$ cat src/design/pte_pkg.sv
// shared types and constants for the trapezoid pulse envelope
`default_nettype none

package pte_pkg;

  // sequencer states
  typedef enum logic [3:0] {
    ST_IDLE,
    ST_DISP,
    ST_CMP,
    ST_ELAP,
    ST_MUL,
    ST_DIV,
    ST_FIN,
    ST_ZERO,
    ST_DONE
  } state_t;

  // command codes carried by the func field
  typedef enum logic [1:0] {
    FN_START = 2'd0,
    FN_TICK  = 2'd1,
    FN_SET   = 2'd2,
    FN_NONE  = 2'd3
  } func_t;

  // envelope phases
  typedef enum logic [1:0] {
    PH_LOW  = 2'd0,
    PH_RISE = 2'd1,
    PH_HIGH = 2'd2,
    PH_FALL = 2'd3
  } phase_t;

  // configuration register indexes
  localparam logic [2:0] REG_DUTY_TOP     = 3'd0;
  localparam logic [2:0] REG_DUTY_BOTTOM  = 3'd1;
  localparam logic [2:0] REG_LOW_HOLD_MS  = 3'd2;
  localparam logic [2:0] REG_RISE_MS      = 3'd3;
  localparam logic [2:0] REG_HIGH_HOLD_MS = 3'd4;
  localparam logic [2:0] REG_FALL_MS      = 3'd5;
  localparam logic [2:0] REG_BEGIN_HIGH   = 3'd6;
  localparam logic [2:0] REG_PULSE_COUNT  = 3'd7;

  localparam int CfgIdxW  = 3;
  localparam int CfgDataW = 16;

  // shift-add multiply over the 8-bit level difference, then a restoring
  // divide of the 24-bit product
  localparam int MulSteps = 8;
  localparam int DivSteps = 24;
  localparam int ProdW    = 24;
  localparam int CntW     = 5;

endpackage : pte_pkg

`default_nettype wire

$ cat src/design/pwm_trapezoid_pulse_envelope.sv
// trapezoid pulse envelope generator for a pwm duty output
//
// Every input beat (func, now_ms, level) produces exactly one output beat
// (duty, pulsing, phase) showing the state after the command. A start command
// arms a repeating low hold / rise / high hold / fall envelope, an update
// tick advances it using the millisecond timestamp, a set command drives a
// fixed duty and stops pulsing. The first hold after a start lasts twice its
// programmed time. Ramps drive bottom + floor(e * (top - bottom) / span).
// One beat is handled at a time. Start, set and idle commands pass from the
// dispatch state straight to the done state, a tick while the envelope is
// stopped or out of pulses passes the zero state on the way, a tick that only
// holds a level or changes phase also the compare and elapsed states, and a
// tick inside a ramp in addition an 8-step shift-add multiply followed by a
// 24-step restoring divide and the finish state. in_stall is high from accept
// until the result is loaded into the output register, so the next beat is
// taken in the cycle after that load at the earliest; a stalled output beat
// holds the next result back but the one waiting is never overwritten.
// Configuration writes are taken on any cycle and should only be issued
// while the block is idle.
// DUTY_BITS sets the saturation limit 2^DUTY_BITS-1 applied to every duty.
`default_nettype none

module pwm_trapezoid_pulse_envelope #(
  parameter int DUTY_BITS = 8
) (
  input  wire                           clk,
  input  wire                           rst_n,
  // configuration write port
  input  wire                           cfg_we,
  input  wire  [pte_pkg::CfgIdxW-1:0]   cfg_index,
  input  wire  [pte_pkg::CfgDataW-1:0]  cfg_wdata,
  // input channel
  input  wire                           in_valid,
  output logic                          in_stall,
  input  wire  [1:0]                    in_func,
  input  wire  [31:0]                   in_now_ms,
  input  wire  [7:0]                    in_level,
  // result channel
  output logic                          out_valid,
  input  wire                           out_stall,
  output logic [7:0]                    out_duty,
  output logic                          out_pulsing,
  output logic [1:0]                    out_phase
);

  import pte_pkg::*;

  // saturation limit for every duty driven
  localparam logic [16:0] DutyMax = 17'((1 << DUTY_BITS) - 1);

  function automatic logic [7:0] sat_duty(input logic [7:0] v);
    if ({9'd0, v} > DutyMax) begin
      sat_duty = DutyMax[7:0];
    end else begin
      sat_duty = v;
    end
  endfunction

  // configuration registers
  logic [7:0]  duty_top_r, duty_bottom_r;
  logic [15:0] low_hold_r, rise_r, high_hold_r, fall_r;
  logic        begin_high_r;
  logic [7:0]  pulse_count_r;

  // envelope state
  phase_t      phase_r, phase_nxt;
  logic [31:0] pstart_r, pstart_nxt;
  logic [7:0]  cyc_r, cyc_nxt;
  logic        run_r, run_nxt;
  logic [7:0]  duty_r, duty_nxt;

  // sequencer and captured beat
  state_t      state_r, state_nxt;
  func_t       func_r;
  logic [31:0] now_r;
  logic [7:0]  level_r;

  // working registers of the shared arithmetic unit
  logic [15:0]     span_r, span_nxt;     // duration of the current phase
  logic            lt_r, lt_nxt;         // now before end of phase
  logic            ge_r, ge_nxt;         // now at or after phase start
  logic [31:0]     delta_r, delta_nxt;   // now - phase start
  logic [ProdW-1:0] acc_r, acc_nxt;      // product, then dividend/quotient
  logic [ProdW-1:0] mcand_r, mcand_nxt;  // shifted elapsed (in a fall, remaining) time
  logic [7:0]      mag_r, mag_nxt;       // |top - bottom|, shifted out
  logic            neg_r, neg_nxt;       // top below bottom
  logic [15:0]     rem_r, rem_nxt;       // divide remainder
  logic [CntW-1:0] cnt_r, cnt_nxt;

  // output register
  logic        out_valid_r;
  logic [7:0]  out_duty_r;
  logic        out_pulsing_r;
  logic [1:0]  out_phase_r;

  logic in_acc;
  logic out_load;

  // shared unit operands
  logic [15:0] divisor;
  logic [17:0] trial;
  logic [15:0] e_clamp;
  logic [8:0]  qmag;
  logic [9:0]  ramp_sum;

  assign in_acc   = in_valid && !in_stall;
  assign out_load = (state_r == ST_DONE) && (!out_valid_r || !out_stall);

  assign in_stall    = (state_r != ST_IDLE);
  assign out_valid   = out_valid_r;
  assign out_duty    = out_duty_r;
  assign out_pulsing = out_pulsing_r;
  assign out_phase   = out_phase_r;

  // zero span divides by one so the ramp drives bottom
  assign divisor = (span_r == 16'd0) ? 16'd1 : span_r;
  // one restoring divide step: shift in the next dividend bit and try
  assign trial   = {1'b0, rem_r, acc_r[ProdW-1]} - {2'b00, divisor};

  // elapsed time in the phase, zero before its start, capped at the span
  always_comb begin
    if (!ge_r) begin
      e_clamp = 16'd0;
    end else if (delta_r > {16'd0, span_r}) begin
      e_clamp = span_r;
    end else begin
      e_clamp = delta_r[15:0];
    end
  end

  // floor rounding: a negative quotient with a remainder rounds away from 0
  assign qmag     = acc_r[8:0] + {8'd0, (neg_r && (rem_r != 16'd0))};
  assign ramp_sum = neg_r ? ({2'b00, duty_bottom_r} - {1'b0, qmag})
                          : ({2'b00, duty_bottom_r} + {1'b0, qmag});

  // next state
  always_comb begin
    state_nxt = state_r;
    case (state_r)
      ST_IDLE: begin
        if (in_acc) state_nxt = ST_DISP;
      end
      ST_DISP: begin
        if (func_r == FN_TICK) begin
          // a tick only moves the envelope while it runs with pulses left
          state_nxt = (run_r && (cyc_r != 8'd0)) ? ST_CMP : ST_ZERO;
        end else begin
          state_nxt = ST_DONE;
        end
      end
      ST_CMP:  state_nxt = ST_ELAP;
      ST_ELAP: begin
        if (lt_r && ((phase_r == PH_RISE) || (phase_r == PH_FALL))) begin
          state_nxt = ST_MUL;
        end else begin
          state_nxt = ST_ZERO;
        end
      end
      ST_MUL: begin
        if (cnt_r == CntW'(MulSteps - 1)) state_nxt = ST_DIV;
      end
      ST_DIV: begin
        if (cnt_r == CntW'(DivSteps - 1)) state_nxt = ST_FIN;
      end
      ST_FIN:  state_nxt = ST_ZERO;
      ST_ZERO: state_nxt = ST_DONE;
      ST_DONE: begin
        if (out_load) state_nxt = ST_IDLE;
      end
      default: state_nxt = ST_IDLE;
    endcase
  end

  // datapath and envelope updates
  always_comb begin
    phase_nxt  = phase_r;
    pstart_nxt = pstart_r;
    cyc_nxt    = cyc_r;
    run_nxt    = run_r;
    duty_nxt   = duty_r;
    span_nxt   = span_r;
    lt_nxt     = lt_r;
    ge_nxt     = ge_r;
    delta_nxt  = delta_r;
    acc_nxt    = acc_r;
    mcand_nxt  = mcand_r;
    mag_nxt    = mag_r;
    neg_nxt    = neg_r;
    rem_nxt    = rem_r;
    cnt_nxt    = cnt_r;
    case (state_r)
      ST_DISP: begin
        case (func_r)
          FN_START: begin
            run_nxt = 1'b1;
            cyc_nxt = pulse_count_r;
            // phase start lands one hold time ahead, doubling the first hold
            if (begin_high_r) begin
              duty_nxt   = sat_duty(duty_top_r);
              pstart_nxt = now_r + {16'd0, high_hold_r};
              phase_nxt  = PH_HIGH;
            end else begin
              duty_nxt   = sat_duty(duty_bottom_r);
              pstart_nxt = now_r + {16'd0, low_hold_r};
              phase_nxt  = PH_LOW;
            end
          end
          FN_SET: begin
            run_nxt  = 1'b0;
            duty_nxt = sat_duty(level_r);
          end
          FN_TICK: begin
            case (phase_r)
              PH_LOW:  span_nxt = low_hold_r;
              PH_RISE: span_nxt = rise_r;
              PH_HIGH: span_nxt = high_hold_r;
              PH_FALL: span_nxt = fall_r;
              default: span_nxt = low_hold_r;
            endcase
          end
          default: ;
        endcase
      end
      ST_CMP: begin
        // end of phase wraps modulo 2^32, compare is plain unsigned
        lt_nxt    = now_r < (pstart_r + {16'd0, span_r});
        ge_nxt    = now_r >= pstart_r;
        delta_nxt = now_r - pstart_r;
      end
      ST_ELAP: begin
        if (!lt_r) begin
          // phase over: advance, duty holds
          if ((phase_r == PH_FALL) && !cyc_r[7] && (cyc_r != 8'd0)) begin
            cyc_nxt = cyc_r - 8'd1;
          end
          phase_nxt  = phase_t'(phase_r + 2'd1);
          pstart_nxt = now_r;
        end else begin
          case (phase_r)
            PH_LOW:  duty_nxt = sat_duty(duty_bottom_r);
            PH_HIGH: duty_nxt = sat_duty(duty_top_r);
            default: begin
              // a fall counts the time remaining
              mcand_nxt = (phase_r == PH_FALL) ? {8'd0, span_r - e_clamp}
                                               : {8'd0, e_clamp};
              neg_nxt   = duty_top_r < duty_bottom_r;
              mag_nxt   = (duty_top_r < duty_bottom_r) ? (duty_bottom_r - duty_top_r)
                                                       : (duty_top_r - duty_bottom_r);
              acc_nxt   = '0;
              cnt_nxt   = '0;
            end
          endcase
        end
      end
      ST_MUL: begin
        if (mag_r[0]) acc_nxt = acc_r + mcand_r;
        mcand_nxt = {mcand_r[ProdW-2:0], 1'b0};
        mag_nxt   = {1'b0, mag_r[7:1]};
        if (cnt_r == CntW'(MulSteps - 1)) begin
          cnt_nxt = '0;
          rem_nxt = '0;
        end else begin
          cnt_nxt = cnt_r + CntW'(1);
        end
      end
      ST_DIV: begin
        if (!trial[17]) begin
          rem_nxt = trial[15:0];
          acc_nxt = {acc_r[ProdW-2:0], 1'b1};
        end else begin
          rem_nxt = {rem_r[14:0], acc_r[ProdW-1]};
          acc_nxt = {acc_r[ProdW-2:0], 1'b0};
        end
        cnt_nxt = cnt_r + CntW'(1);
      end
      ST_FIN: begin
        // result lies between top and bottom before saturation
        duty_nxt = sat_duty(ramp_sum[7:0]);
      end
      ST_ZERO: begin
        // an exhausted pulse count stops the envelope and blanks the output
        if (cyc_r == 8'd0) begin
          run_nxt  = 1'b0;
          duty_nxt = 8'd0;
        end
      end
      default: ;
    endcase
  end

  // sequencer and envelope registers
  always_ff @(posedge clk) begin
    if (!rst_n) begin
      state_r  <= ST_IDLE;
      phase_r  <= PH_LOW;
      pstart_r <= 32'd0;
      cyc_r    <= 8'hFF;
      run_r    <= 1'b0;
      duty_r   <= 8'd0;
    end else begin
      state_r  <= state_nxt;
      phase_r  <= phase_nxt;
      pstart_r <= pstart_nxt;
      cyc_r    <= cyc_nxt;
      run_r    <= run_nxt;
      duty_r   <= duty_nxt;
    end
  end

  // captured beat and working registers, no reset needed
  always_ff @(posedge clk) begin
    if (in_acc) begin
      func_r  <= func_t'(in_func);
      now_r   <= in_now_ms;
      level_r <= in_level;
    end
    span_r  <= span_nxt;
    lt_r    <= lt_nxt;
    ge_r    <= ge_nxt;
    delta_r <= delta_nxt;
    acc_r   <= acc_nxt;
    mcand_r <= mcand_nxt;
    mag_r   <= mag_nxt;
    neg_r   <= neg_nxt;
    rem_r   <= rem_nxt;
    cnt_r   <= cnt_nxt;
  end

  // output register: load when empty or being taken
  always_ff @(posedge clk) begin
    if (!rst_n) begin
      out_valid_r <= 1'b0;
    end else if (out_load) begin
      out_valid_r <= 1'b1;
    end else if (!out_stall) begin
      out_valid_r <= 1'b0;
    end
  end

  always_ff @(posedge clk) begin
    if (out_load) begin
      out_duty_r    <= duty_r;
      out_pulsing_r <= run_r;
      out_phase_r   <= phase_r;
    end
  end

  // configuration registers
  always_ff @(posedge clk) begin
    if (!rst_n) begin
      duty_top_r    <= 8'd255;
      duty_bottom_r <= 8'd0;
      low_hold_r    <= 16'd5;
      rise_r        <= 16'd0;
      high_hold_r   <= 16'd5;
      fall_r        <= 16'd0;
      begin_high_r  <= 1'b0;
      pulse_count_r <= 8'hFF;
    end else if (cfg_we) begin
      case (cfg_index)
        REG_DUTY_TOP:     duty_top_r    <= cfg_wdata[7:0];
        REG_DUTY_BOTTOM:  duty_bottom_r <= cfg_wdata[7:0];
        REG_LOW_HOLD_MS:  low_hold_r    <= cfg_wdata;
        REG_RISE_MS:      rise_r        <= cfg_wdata;
        REG_HIGH_HOLD_MS: high_hold_r   <= cfg_wdata;
        REG_FALL_MS:      fall_r        <= cfg_wdata;
        REG_BEGIN_HIGH:   begin_high_r  <= cfg_wdata[0];
        REG_PULSE_COUNT:  pulse_count_r <= cfg_wdata[7:0];
        default: ;
      endcase
    end
  end

endmodule : pwm_trapezoid_pulse_envelope

`default_nettype wire
$ cat config.mk
export PLATFORM = sky130hd
export DESIGN_NAME = pwm_trapezoid_pulse_envelope
export DESIGN_NICKNAME = d
export VERILOG_FILES = /design/src/design/pte_pkg.sv /design/src/design/pwm_trapezoid_pulse_envelope.sv
export SDC_FILE = /design/constraint.sdc
export NUM_CORES = 1
export LEC_CHECK = 0
export ABC_AREA = 0
export BUFFER_PORTS_ARGS = -buffer_cell sky130_fd_sc_hd__buf_4
export CAP_MARGIN = 15
export CORE_MARGIN = 8
export CORE_UTILIZATION = 40
export CTS_BUF_LIST = sky130_fd_sc_hd__clkbuf_4
export DETAILED_ROUTE_END_ITERATION = 7
export HOLD_SLACK_MARGIN = 0.02
export PLACE_DENSITY_LB_ADDON = 0.12
export SLEW_MARGIN = 20
export SYNTH_ARGS = -nofsm -noshare
export SYNTH_HDL_FRONTEND = slang
export SYNTH_SLANG_ARGS = --single-unit
$ cat constraint.sdc
create_clock -name clk -period 4.3 [get_ports clk]
set_input_delay 0.43 -clock clk [delete_from_list [all_inputs] [get_ports clk]]
set_output_delay 0.43 -clock clk [all_outputs]
set_load 0.02 [all_outputs]
Yosys cells after proc, flatten, opt, wreduce, memory -nomap -nowiden
Index checks and enable logic that the tools add are counted.
W data, S select, Z words.
{ "word_totals": {"ff_bits": 326, "latchBits": 0, "mem_bits_rw": 0, "mem_bits_ro": 0, "input_bits": 66, "out_inout_bits": 13, "word_cells": 191, "n_memories": 0} }
{ "op_classes": {"addsub": 15, "mul": 0, "div": 0, "magnitude_cmp": 4, "eq_ne": 36, "n_shift": 0, "muxes": 56, "n_bitwise": 1, "n_reduce_logical": 48} }
{ "ops": {"columns": ["cell", "n"], "rows": [
  ["$mux W24", 5],
  ["$add A32 B16 Y32", 3],
  ["$mux W16", 6],
  ["$mux W32", 3],
  ["$mux W8", 10],
  ["$pmux W24 S3", 1],
  ["$pmux W16 S4", 1],
  ["$pmux W32 S2", 1],
  ["$pmux W8 S2", 4],
  ["$pmux W24 S2", 1],
  ["$pmux W4 S9", 1],
  ["$ge A32 B32 Y1", 1],
  ["$gt A32 B16 Y1", 1],
  ["$lt A32 B32 Y1", 1],
  ["$pmux W16 S2", 1],
  ["$pmux W8 S4", 1],
  ["$sub A32 B32 Y32", 1],
  ["$add A24 B24 Y24", 1],
  ["$sub A8 B8 Y8", 3],
  ["$mux W4", 5],
  ["$ne A2 B2 Y1 const B", 10],
  ["$reduce_and A2 Y1", 10],
  ["$sub A17 B16 Y18", 1],
  ["$eq A4 B3 Y1 const B", 4],
  ["45 further kinds", 84]
]} }

Longest topological paths before layout
{ "depth": {"depth_word": 8, "depth_mapped": 23, "ltp_nobuf": 21} }

Worst setup path before layout
No wires, ideal clock.
{ "synth_timing": {"path_kind": "flip-flop to flip-flop", "start": "register span_r[9]", "end": "register mcand_r[14], data pin", "setup_time_ps": 158, "arrival_time_ps": 4419, "t_required_ps": 4142, "slack_ps": -277, "path_stages_with_launch": 24, "n_path_buf": 2, "synth_period_minus_slack_ps": 4577, "path_cell_list": "edfxtp_1 inv_1 ha_1 a21o_1 nand3_1 a21oi_1 o31a_1 a311oi_1 buf_2 buf_4 mux2i_1 and2_1 ha_1 inv_1 fa_1 a21oi_1 o22ai_1 nor4_1 o31ai_1 a311oi_1 nor2b_1 o21ai_0 a31oi_1 o211ai_1"} }
{ "synth_via": {"elab_chain_cells": 8} }
{ "synth_rtl": {"columns": ["item", "line", "rtl"], "rows": [
  ["start, declared", "pwm_trapezoid_pulse_envelope.sv:79", "logic [15:0] span_r, span_nxt;"],
  ["start signal, assigned", "pwm_trapezoid_pulse_envelope.sv:317", "span_r <= span_nxt;"],
  ["$gt A32 B16 Y1", "pwm_trapezoid_pulse_envelope.sv:124", "end else if (delta_r > {16'd0, span_r}) begin"],
  ["$mux W16", "pwm_trapezoid_pulse_envelope.sv:124", null],
  ["$mux W16", "pwm_trapezoid_pulse_envelope.sv:122", "if (!ge_r) begin"],
  ["$sub A16 B16 Y16", "pwm_trapezoid_pulse_envelope.sv:244", "mcand_nxt = (phase_r == PH_FALL) ? {8'd0, span_r - e_clamp}"],
  ["$mux W16 (*)", "pwm_trapezoid_pulse_envelope.sv:244", null],
  ["$mux W24 (*)", "pwm_trapezoid_pulse_envelope.sv:239", "case (phase_r)"],
  ["$mux W24 (*)", "pwm_trapezoid_pulse_envelope.sv:231", "if (!lt_r) begin"],
  ["$pmux W24 S2 (*)", "pwm_trapezoid_pulse_envelope.sv:191", "case (state_r)"],
  ["net mcand_nxt[14]", "pwm_trapezoid_pulse_envelope.sv:84", "logic [ProdW-1:0] mcand_r, mcand_nxt;"],
  ["end signal, assigned", "pwm_trapezoid_pulse_envelope.sv:322", "mcand_r <= mcand_nxt;"],
  ["end, declared", "pwm_trapezoid_pulse_envelope.sv:84", null]
]} }
The timed path passes the listed nets; every way through them passes the cells marked *. The select of a mux whose other input is x is not followed.
A chain may end at the register's enable or synchronous reset.

Worst setup path in the final report
Ends and elaborated chain as after synthesis.

==> run_summary.xml <==
<?xml version="1.0" encoding="UTF-8"?>
<metrics>
  <group name="detailed_routing">
    <metric name="drcViolationCount" unit="">0</metric>
    <metric name="ant_nets" unit="">0</metric>
    <metric name="drt_pass1_iterations" unit="">7</metric>
    <metric name="drt-total-wl" unit="microns">62900</metric>
    <metric name="dr_total_vias" unit="">19100</metric>
    <metric name="avgViaCountPerCell" unit="">5.44</metric>
    <metric name="wl_per_cell" unit="microns">17.9</metric>
    <metric name="first_drt_iteration_drcs" unit="">1219</metric>
  </group>
  <group name="timing">
    <metric name="rsz0062_at_grt" unit="">yes</metric>
    <metric name="skew" unit="ps">115</metric>
    <metric name="max_freq" unit="GHz">0.224</metric>
    <metric name="fin_worst_hold_slack" unit="ps">150</metric>
    <metric name="drv_slew" unit="">0</metric>
    <metric name="post-route-period-util" unit="">1.04</metric>
    <metric name="worstMarginPinSlew" unit="ps">1040</metric>
    <metric name="setup-violations-final" unit="">6</metric>
    <metric name="postLayoutSetupSlackWorst" unit="ps">-155</metric>
    <metric name="tns" unit="ps">-355</metric>
    <metric name="timing.slew.headroom" unit="">0.307</metric>
    <metric name="final_hold_violating_endpoints" unit="">0</metric>
    <metric name="fin_crit" unit="ps">4460</metric>
  </group>
  <group name="power_and_ir_drop">
    <metric name="power.share.sequential" unit="">0.398</metric>
    <metric name="vdd.ir_drop.worst" unit="mV">0.247</metric>
    <metric name="power_leakage" unit="nW">10.6</metric>
    <metric name="clock_network_fraction_of_design_power" unit="">0.302</metric>
    <metric name="power.share.combinational" unit="">0.300</metric>
    <metric name="p_sw_frac" unit="">0.340</metric>
    <metric name="fin_total_pwr" unit="mW">9.88</metric>
    <metric name="power_per_cell_area" unit="mW/mm^2">373</metric>
    <metric name="cell_internal_pwr" unit="mW">6.52</metric>
    <metric name="p_switching" unit="mW">3.36</metric>
  </group>
  <group name="clock_tree">
    <metric name="root_buffer" unit="">sky130_fd_sc_hd__clkbuf_4</metric>
    <metric name="cts_num_sinks" unit="">326</metric>
    <metric name="cts_buffers" unit="">93</metric>
    <metric name="tritoncts_clock_tree" unit="">yes</metric>
    <metric name="clock_input_transition_at_the_sequential_cells_of_the_worst_setup_and_hold_paths" unit="ps">60</metric>
    <metric name="clkLatencyLatePin" unit="ps">860</metric>
    <metric name="clockBufferDepth" unit="">3</metric>
    <metric name="h_tree_levels" unit="">3</metric>
  </group>
  <group name="final_layout">
    <metric name="regArea" unit="sq mm">0.00834</metric>
    <metric name="post_layout_net_count" unit="">2999</metric>
    <metric name="multiInputGateArea" unit="sq mm">0.0132</metric>
    <metric name="area_delta_synth_final" unit="%">19.7</metric>
    <metric name="nFillCells" unit="">5300</metric>
    <metric name="post-route-util" unit="">0.482</metric>
    <metric name="post_route_cells_drive_above_1_share" unit="">0.164</metric>
  </group>
  <group name="floorplan">
    <metric name="number_of_top_level_design_ports" unit="">79</metric>
    <metric name="floorplan.rows" unit="">86</metric>
    <metric name="floorplan.initialDensity" unit="">0.403</metric>
    <metric name="die-height" unit="microns">251</metric>
    <metric name="die_x" unit="microns">251</metric>
    <metric name="floorplan.core_area" unit="sq mm">0.0549</metric>
    <metric name="area_enclosed_by_the_die_boundary" unit="sq mm">0.0630</metric>
  </group>
  <group name="synth">
    <metric name="synth_enable_flop_cells" unit="">181</metric>
    <metric name="synth_nets" unit="">2737</metric>
    <metric name="synth.distinct_cells" unit="">80</metric>
    <metric name="syn_area_per_cell" unit="sq um">8.97</metric>
    <metric name="synthDominantAreaCellType" unit="">sky130_fd_sc_hd__edfxtp_1</metric>
    <metric name="mappedNetlistArea" unit="sq mm">0.0221</metric>
    <metric name="synth-async-reset-ratio" unit="">0</metric>
    <metric name="seq_area_frac_synth" unit="">0.377</metric>
    <metric name="synth_warnings" unit="">0</metric>
    <metric name="syn-instance-count" unit="">2465</metric>
    <metric name="postSynth.topFlopCell" unit="">sky130_fd_sc_hd__edfxtp_1</metric>
    <metric name="ys_ff_latch" unit="">326</metric>
    <metric name="yosys.area.top_type_share" unit="">0.246</metric>
    <metric name="synth_top_cells_by_area" unit="">sky130_fd_sc_hd__edfxtp_1 25%, sky130_fd_sc_hd__dfxtp_1 13%, sky130_fd_sc_hd__ha_1 11%</metric>
  </group>
  <group name="global_routing">
    <metric name="global_route.usage.total" unit="">0.194</metric>
    <metric name="grt_pass1_vias" unit="">18600</metric>
    <metric name="grt_max_degree" unit="">81</metric>
    <metric name="global_route_wire_length_before_repair" unit="microns">99700</metric>
    <metric name="total_grt_overflow" unit="">0</metric>
    <metric name="antenna_found_initial" unit="">2</metric>
  </group>
  <group name="place">
    <metric name="hpwl" unit="microns">46200</metric>
    <metric name="detailedPlace.worstSlack" unit="ps">-392</metric>
    <metric name="finalWeightedCongestion" unit="">0.882</metric>
    <metric name="numPortBuffers" unit="">78</metric>
  </group>
  <group name="critical_path">
    <metric name="worst_path_dominant_cell_family" unit="">compound AO/OA/AOI/OAI gates</metric>
    <metric name="criticalPathCategory" unit="">flip-flop to flip-flop</metric>
    <metric name="timing.critical_path.from_type" unit="">flip-flop</metric>
    <metric name="critPathMaxFanout" unit="">4</metric>
    <metric name="cpPeakStageDelay" unit="ps">440</metric>
    <metric name="cp_data_required_time" unit="ps">4870</metric>
    <metric name="worst_ep_arrival_time" unit="ps">5020</metric>
    <metric name="critical-path-slowest-cell" unit="">sky130_fd_sc_hd__edfxtp_1</metric>
    <metric name="worstPathCellList" unit="">inv_2 &gt; ha_4 &gt; a21o_1 &gt; nand3_2 &gt; a21oi_2 &gt; o31a_1 &gt; a311oi_4 &gt; mux2i_1 &gt; and2_1 &gt; ha_2 &gt; inv_2 &gt; fa_2 &gt; a21oi_4 &gt; o22ai_2 &gt; nor4_2 &gt; o31ai_2 &gt; a21o_1 &gt; a41oi_2 &gt; nor2_1 &gt; a31oi_1 &gt; o211ai_1</metric>
    <metric name="critPathCaptureType" unit="">flip-flop</metric>
    <metric name="timing.critical_path.buf_inv" unit="">2</metric>
  </group>
  <group name="status">
    <metric name="status" unit="">finished with violations</metric>
    <metric name="violations" unit="">setup timing</metric>
  </group>
  <group name="worst_hold_path">
    <metric name="holdCritPathClass" unit="">primary input to flip-flop</metric>
  </group>
  <group name="run">
    <metric name="max-cap-violations" unit="">0</metric>
  </group>
</metrics>
==> worst paths after layout <==
path	startpoint	endpoint	slack, ps	cells past startpoint
max reg2reg	span_r[9]	mcand_r[14]	-160	21
min	cfg_index[0]	begin_high_r	150	5
max	span_r[9]	mcand_r[14]	-160	21
min reg2reg	duty_r[5]	out_duty[5]	430	0
==> tightest hold or removal path: stages <==
cell and delay (ps):
sky130_fd_sc_hd__buf_4 140, sky130_fd_sc_hd__nor2b_1 80, sky130_fd_sc_hd__nand3_1 120, sky130_fd_sc_hd__mux2i_1 80, sky130_fd_sc_hd__nor2b_1 90
==> sequential cells by signal, summed over array words and instances, names as in the netlist, 16 cells and up <==
signal and cells:
delta_r 32, now_r 32, pstart_r 32, acc_r 24, mcand_r 24, fall_r 16, high_hold_r 16, low_hold_r 16
rem_r 16, rise_r 16, span_r 16
==> routing by layer <==
layer | vias to the layer above | global-route usage | wire length, microns
met5 | - | 0 | 0
met4 | 0 | 0.0609 | 1480
met3 | 108 | 0.0309 | 3070
met2 | 448 | 0.302 | 27700
met1 | 8969 | 0.275 | 30700
li1 | 9550 | - | -
==> power by group through the flow <==
stage | Sequential [mW] | Clock [mW] | Combinational, mW
2_1_floorplan | 3.87 | 0 | 2.04
3_5_place_dp | 3.99 | 0 | 2.80
6_report | 3.93 | 2.98 | 2.97
5_1_grt | 3.96 | 3.24 | 3.30
3_3_place_gp | 3.98 | 0 | 2.76
4_1_cts | 3.92 | 3.09 | 2.90
==> cell families after synthesis <==
family | after synthesis | share of synthesized area
flops | 326 | 0.377
mux | 74 | 0.0344
fa+ha+maj | 206 | 0.120
buf+inv | 249 | 0.0432
xor+xnor | 144 | 0.0571
compound gates | 682 | 0.204
simple gates | 784 | 0.164
==> layout make-up <==
type,count,share of cell area
tap,704,0.0333
clock buffer,148,0.0420
timing repair buffer,270,0.0840
multi-input combinational,1890,0.500
antenna,2,0.000189
sequential,326,0.315
clock inverter,22,0.00450
inverter,146,0.0207
==> timing repair <==
item	CTS	global route
resized for setup	21	55
hold buffers	67	0
setup endpoints to repair	9	13
gates cloned	0	0
buffers inserted	10	7
hold endpoints to repair	145	0
pin swaps	15	41
==> cells in the final DEF (no fill, tap or decap), types with 132 or more instances in the layout <==
cell type,synthesis,routed
sky130_fd_sc_hd__a21oi_1,157,148
sky130_fd_sc_hd__nor2_1,135,132
sky130_fd_sc_hd__clkbuf_4,0,149
sky130_fd_sc_hd__ha_1,197,186
sky130_fd_sc_hd__edfxtp_1,181,181
sky130_fd_sc_hd__nand2_1,336,334
sky130_fd_sc_hd__buf_4,1,197
sky130_fd_sc_hd__inv_1,146,142
sky130_fd_sc_hd__o21ai_0,152,142
sky130_fd_sc_hd__dfxtp_1,145,145
==> cells in the mapped netlist, types with 15 or more instances <==
cell / count
sky130_fd_sc_hd__o21ai_0: 152
sky130_fd_sc_hd__and3_1: 17
sky130_fd_sc_hd__clkbuf_1: 85
sky130_fd_sc_hd__a222oi_1: 19
sky130_fd_sc_hd__a21oi_1: 157
sky130_fd_sc_hd__o21a_1: 28
sky130_fd_sc_hd__nor2b_1: 37
sky130_fd_sc_hd__xnor2_1: 95
sky130_fd_sc_hd__edfxtp_1: 181
sky130_fd_sc_hd__nand4_1: 24
sky130_fd_sc_hd__nand2_1: 336
sky130_fd_sc_hd__nand2b_1: 37
sky130_fd_sc_hd__o21bai_1: 15
sky130_fd_sc_hd__inv_1: 146
sky130_fd_sc_hd__dfxtp_1: 145
sky130_fd_sc_hd__a31oi_1: 22
sky130_fd_sc_hd__ha_1: 197
sky130_fd_sc_hd__nor3_1: 53
sky130_fd_sc_hd__nand3_1: 59
sky130_fd_sc_hd__o211ai_1: 24
sky130_fd_sc_hd__nor2_1: 135
sky130_fd_sc_hd__a21o_1: 55
sky130_fd_sc_hd__mux2i_1: 59
sky130_fd_sc_hd__xor2_1: 49
sky130_fd_sc_hd__a211oi_1: 20
sky130_fd_sc_hd__a21boi_0: 72
sky130_fd_sc_hd__and2_1: 23
sky130_fd_sc_hd__nor4_1: 21
sky130_fd_sc_hd__o211a_1: 15
==> stage by stage <==
step / instances / area, sq um
3_3_place_gp: 3252 / 24100
3_5_place_dp: 3252 / 24100
6_report: 3508 / 26400
5_1_grt: 3508 / 26400
2_1_floorplan: 2465 / 22100
4_1_cts: 3499 / 26100
Power figures use the tool's default switching activity.
